==> src/hw/rtl/mpq_pkg.sv <==
// ----------------------------------------------------------------------------
// mpq_pkg
// Types, codes and the ranking function shared by the priority queue files.
// ----------------------------------------------------------------------------
`timescale 1ns / 1ps
`default_nettype none

package mpq_pkg;

    typedef enum logic [1:0] {
        OP_INSERT = 2'd0,
        OP_PEEK   = 2'd1,
        OP_POP    = 2'd2,
        OP_SILENT = 2'd3
    } op_t;

    typedef enum logic [1:0] {
        ST_VALID = 2'd0,
        ST_EMPTY = 2'd1,
        ST_FULL  = 2'd2
    } status_t;

    typedef enum logic {
        S_IDLE = 1'b0,
        S_EXEC = 1'b1
    } state_t;

    typedef struct packed {
        logic [15:0] score;
        logic [31:0] roll;
        logic [15:0] tag;
    } rec_t;

    // Command broadcast to every cell; both low means hold.
    typedef struct packed {
        logic ins;
        logic pop;
    } cell_ctrl_t;

    // True when a ranks strictly above b.
    function automatic logic ranks_above(input rec_t a, input rec_t b);
        logic res;
        if (a.score != b.score)
        begin
            res = (a.score > b.score);
        end
        else
        begin
            res = (a.roll < b.roll);
        end
        return res;
    endfunction

endpackage

`default_nettype wire

==> src/hw/rtl/mpq_cell.sv <==
// ----------------------------------------------------------------------------
// mpq_cell
// One slot of the sorted chain: holds a record, takes the new one, its left
// neighbour's record or its right neighbour's record.
// ----------------------------------------------------------------------------
`timescale 1ns / 1ps
`default_nettype none

module mpq_cell
    import mpq_pkg::*;
(
    input  wire        clk,
    input  cell_ctrl_t ctrl,
    input  rec_t       new_rec,
    input  wire        occupied,
    input  rec_t       left_rec,
    input  wire        left_above,
    input  rec_t       right_rec,
    output rec_t       rec,
    output logic       above,
    output rec_t       rec_nx
);

    rec_t rec_reg;
    rec_t rec_next;

    // Empty slots always sit below the new record.
    assign above = !occupied || ranks_above(new_rec, rec_reg);

    always_comb
    begin
        rec_next = rec_reg;
        if (ctrl.ins)
        begin
            if (above && !left_above)
            begin
                rec_next = new_rec;
            end
            else if (above)
            begin
                rec_next = left_rec;
            end
        end
        else if (ctrl.pop)
        begin
            rec_next = right_rec;
        end
    end

    always_ff @(posedge clk)
    begin
        rec_reg <= rec_next;
    end

    assign rec    = rec_reg;
    assign rec_nx = rec_next;

endmodule

`default_nettype wire

==> config.mk <==
export PLATFORM = sky130hd
export DESIGN_NAME = mpq_cell
export DESIGN_NICKNAME = d
export VERILOG_FILES = /design/src/hw/rtl/mpq_pkg.sv /design/src/hw/rtl/mpq_cell.sv
export SDC_FILE = /design/constraint.sdc
export NUM_CORES = 1
export LEC_CHECK = 0
export ABC_AREA = 1
export BUFFER_PORTS_ARGS = -buffer_cell sky130_fd_sc_hd__buf_2
export CELL_PAD_IN_SITES_DETAIL_PLACEMENT = 0
export CELL_PAD_IN_SITES_GLOBAL_PLACEMENT = 1
export CORE_UTILIZATION = 27
export DETAILED_ROUTE_END_ITERATION = 10
export PLACE_DENSITY_LB_ADDON = 0.1
export SYNTH_ARGS = -nofsm -noshare
export SYNTH_HDL_FRONTEND = slang
export SYNTH_SLANG_ARGS = --single-unit
==> constraint.sdc <==
create_clock -name clk -period 1.8 [get_ports clk]
set_input_delay 0.18 -clock clk [delete_from_list [all_inputs] [get_ports clk]]
set_output_delay 0.18 -clock clk [all_outputs]
set_load 0.02 [all_outputs]
==> results_dict.tcl <==
set metrics [dict create \
    required_ns 1.62 \
    first_iter_violations 251 \
    synth.ff_latch_count 64 \
    synth.top_cells.by_count "nand2_1 (379), nand3_1 (115), a21oi_1 (87), inv_1 (78), o21ai_0 (67)" \
    cts_root_buf "clkbuf_16" \
    cp-end-kind "primary output" \
    clock_latency_ns 0.35 \
    nNetsFinal 1636 \
    fin_skew_ns 0.0105 \
    yosysSeqAreaShare_pct 21.4 \
    async_flop_share_pct 0 \
    finalSetupViolations 129 \
    grt_max_degree 50 \
    crit_path_cell_trace "inv_1 -> ha_1 -> nand2_1 -> nor2_4 -> nand2_1 -> nor3_2 -> nand4_1 -> nor2_2 -> nand2_4 -> nand2_8 -> buf_12 -> clkbuf_16 -> nand3_1 -> nand2_1 -> nand2_1 -> nand2_2 -> buf_6" \
    drc 0 \
    port_buffers 325 \
    largest_register_ff_count 64 \
    ys_warn_count 0 \
    switching_share_pct 40.7 \
    pwr-share-comb_pct 55.8 \
    drt_first_pass_iters 4 \
    violations "setup timing" \
    status "finished, violations left" \
    die_h_um 151 \
    fmax_ghz 0.342 \
    ys_top_cells_by_area "nand2_1 (24%), dfxtp_1 (21%), ha_1 (9.8%)" \
    grt_pass1_wl_um 38900 \
    yosysTopAreaCell "nand2_1" \
    vias_per_cell 4.59 \
    p_int_mw 5.15 \
    cp-start-kind "flop" \
    final_max_slew_viol_count 0 \
    ir_drop_v 0.000440 \
    htree_levels 3 \
    grt_pass1_vias 7456 \
    synth_edf_count 0 \
    net-switching-power_mw 3.54 \
    ys_types 27 \
    synthAdderAreaFrac_pct 9.82 \
    antenna_left 0 \
    numCtsBuffers 9 \
    grt_antenna_before_repair 4 \
    detailed_place_hpwl_um 18000 \
    overflow 0 \
    start_util_pct 27.5 \
    groute.usage.overall_pct 22.0 \
    clk_pin_slew_worst_paths_ns 0.06 \
    hold_slack_ns 0.0795 \
    fp.dieW_um 151 \
    synth_mux_area_share_pct 0 \
    place_congestion 0.800 \
    synth_top_family_by_area "simple AND/OR/NAND/NOR gates" \
    pre_cts_slack_ns -0.907 \
    drive_gt1_share_pct 52.5 \
    area_growth_pct 75.8 \
    boundaryPins 326 \
    p_per_area_nw_per_um2 826 \
    core_area_um2 21800 \
    routed_wl_um 26200 \
    std_cell_rows 54 \
    synthFlopType "dfxtp_1" \
    cpLargestDelayFamily "simple AND/OR/NAND/NOR gates" \
    synthCells 994 \
    critPathBufInv 4 \
    tritoncts "built" \
    finalHoldViolCount 0 \
    crit_fanout 8 \
    path_class "flop to primary output" \
    cts_hold_buffers 0 \
    synthSimpleGateAreaFrac_pct 42.3 \
    clkPwrFrac_pct 23.3 \
    hold_path_class "input pin to flop" \
    p_seq_share_pct 20.9 \
    post-route-period-util_pct 162 \
    worstMarginPinSlew_ns 0.441 \
    power_leakage_nw 5.63 \
    cpPeakStageDelay_ns 0.35 \
    synth_top_area_share_pct 23.8 \
    numClockSinks 64 \
    fin_crit_ns 2.92 \
    wl_per_cell_um 15.6 \
    crit_path_frequent_cell "nand2_1" \
    maxCapViolCount 0 \
    slowest_stage "dfxtp_4" \
    synth-compound-area-share_pct 13.9 \
    slew_headroom_pct 70.6 \
    timing.final.ws_setup_ns -1.12 \
    synthXorXnorAreaFrac_pct 0 \
    cp.arrival_ns 2.74 \
    dieArea_um2 22800 \
    syn_nets 1238 \
    syn-cell-area_um2 5990 \
    syn_avg_cell_area_um2 6.02 \
    cts_buffer_depth 2 \
    rsz0062_at_grt "true" \
    vias 7722 \
    yosys.cell_count.top_type "nand2_1" \
]
-- kinds of logic after synthesis --
| family | after synthesis |
|---|---|
| and+or+nand+nor | 573 |
| adders and majority gates | 47 |
| DFF | 64 |
| AOI/OAI and AO/OA | 161 |
| buffers and inverters | 149 |
-- power by group through the flow --
stage | sequential [mW] | clock (mW) | combinational, mW
after floorplan | 2.14 | 0 | 2.28
final | 1.82 | 2.03 | 4.85
after detailed placement | 1.84 | 0 | 4.02
after global routing | 1.85 | 2.11 | 5.33
after global placement | 1.84 | 0 | 4.02
after CTS | 1.82 | 2.06 | 4.51
-- repair_timing --
action                                  in CTS  in global routing
gates resized for setup                    124                 75
buffers inserted                            11                  7
gates cloned                                 5                 11
endpoints found under the setup margin     129                129
pin swaps                                    3                 26
-- layer usage --
layer / up-vias / wire length (um) / track usage [%]
met3: 27 / 1480 / 3.70
met1: 3448 / 11900 / 28.3
met2: 216 / 12400 / 37.2
met5: - / 10 / 0
li1: 4029 / - / -
met4: 2 / 421 / 7.05
-- worst min-delay path, cell delays in order --
cell and delay, ns:
buf_2 0.07, o21ai_0 0.07, nand2_2 0.07
-- placed cells by master (no fill, tap or decap), drive strengths merged, types with 3 or more instances in the layout --
cell	netlist	routed
buf	38	448
nand2	425	425
nand3	129	129
a21oi	87	87
inv	80	80
o21ai	69	69
dfxtp	64	64
ha	47	47
clkbuf	31	24
nor2	11	11
nand4	5	5
diode	0	4
nor3	3	3
-- per-stage QoR --
stage	power, mW	std cells	cell area [um^2]	utilization [%]	TNS [ns]
floorplan	4.42	994	6470	-	-38.86
global placement	5.86	1628	8940	41.1	-93.08
detailed placement	5.87	1628	8940	41.1	-89.22
CTS	8.38	1660	9960	45.8	-96.32
global route	9.29	1679	10500	48.3	-120.23
finish	8.69	1681	10500	48.4	-103.08
-- cell type report --
cell class	instances	area (um^2)
antenna	4	10.0
clock buffer	16	334
fill	2296	11200
inverter	80	313
multi-input combinational	781	4620
sequential	64	1380
tap	280	350
timing repair buffer	456	3510
-- worst paths after layout --
| check | start | to | cells after the start | slack [ns] |
|---|---|---|---|---|
| hold / removal | right_rec[4] | rec[4]$_DFF_P_ | 3 | 0.08 |
| setup / recovery | rec[52]$_DFF_P_ | rec_nx[53] | 17 | -1.12 |
| hold reg to reg | rec[8]$_DFF_P_ | rec[8]$_DFF_P_ | 4 | 0.62 |
| setup reg to reg | rec[52]$_DFF_P_ | rec[37]$_DFF_P_ | 18 | -0.67 |
No activity file was read; power rests on OpenSTA's default activity.
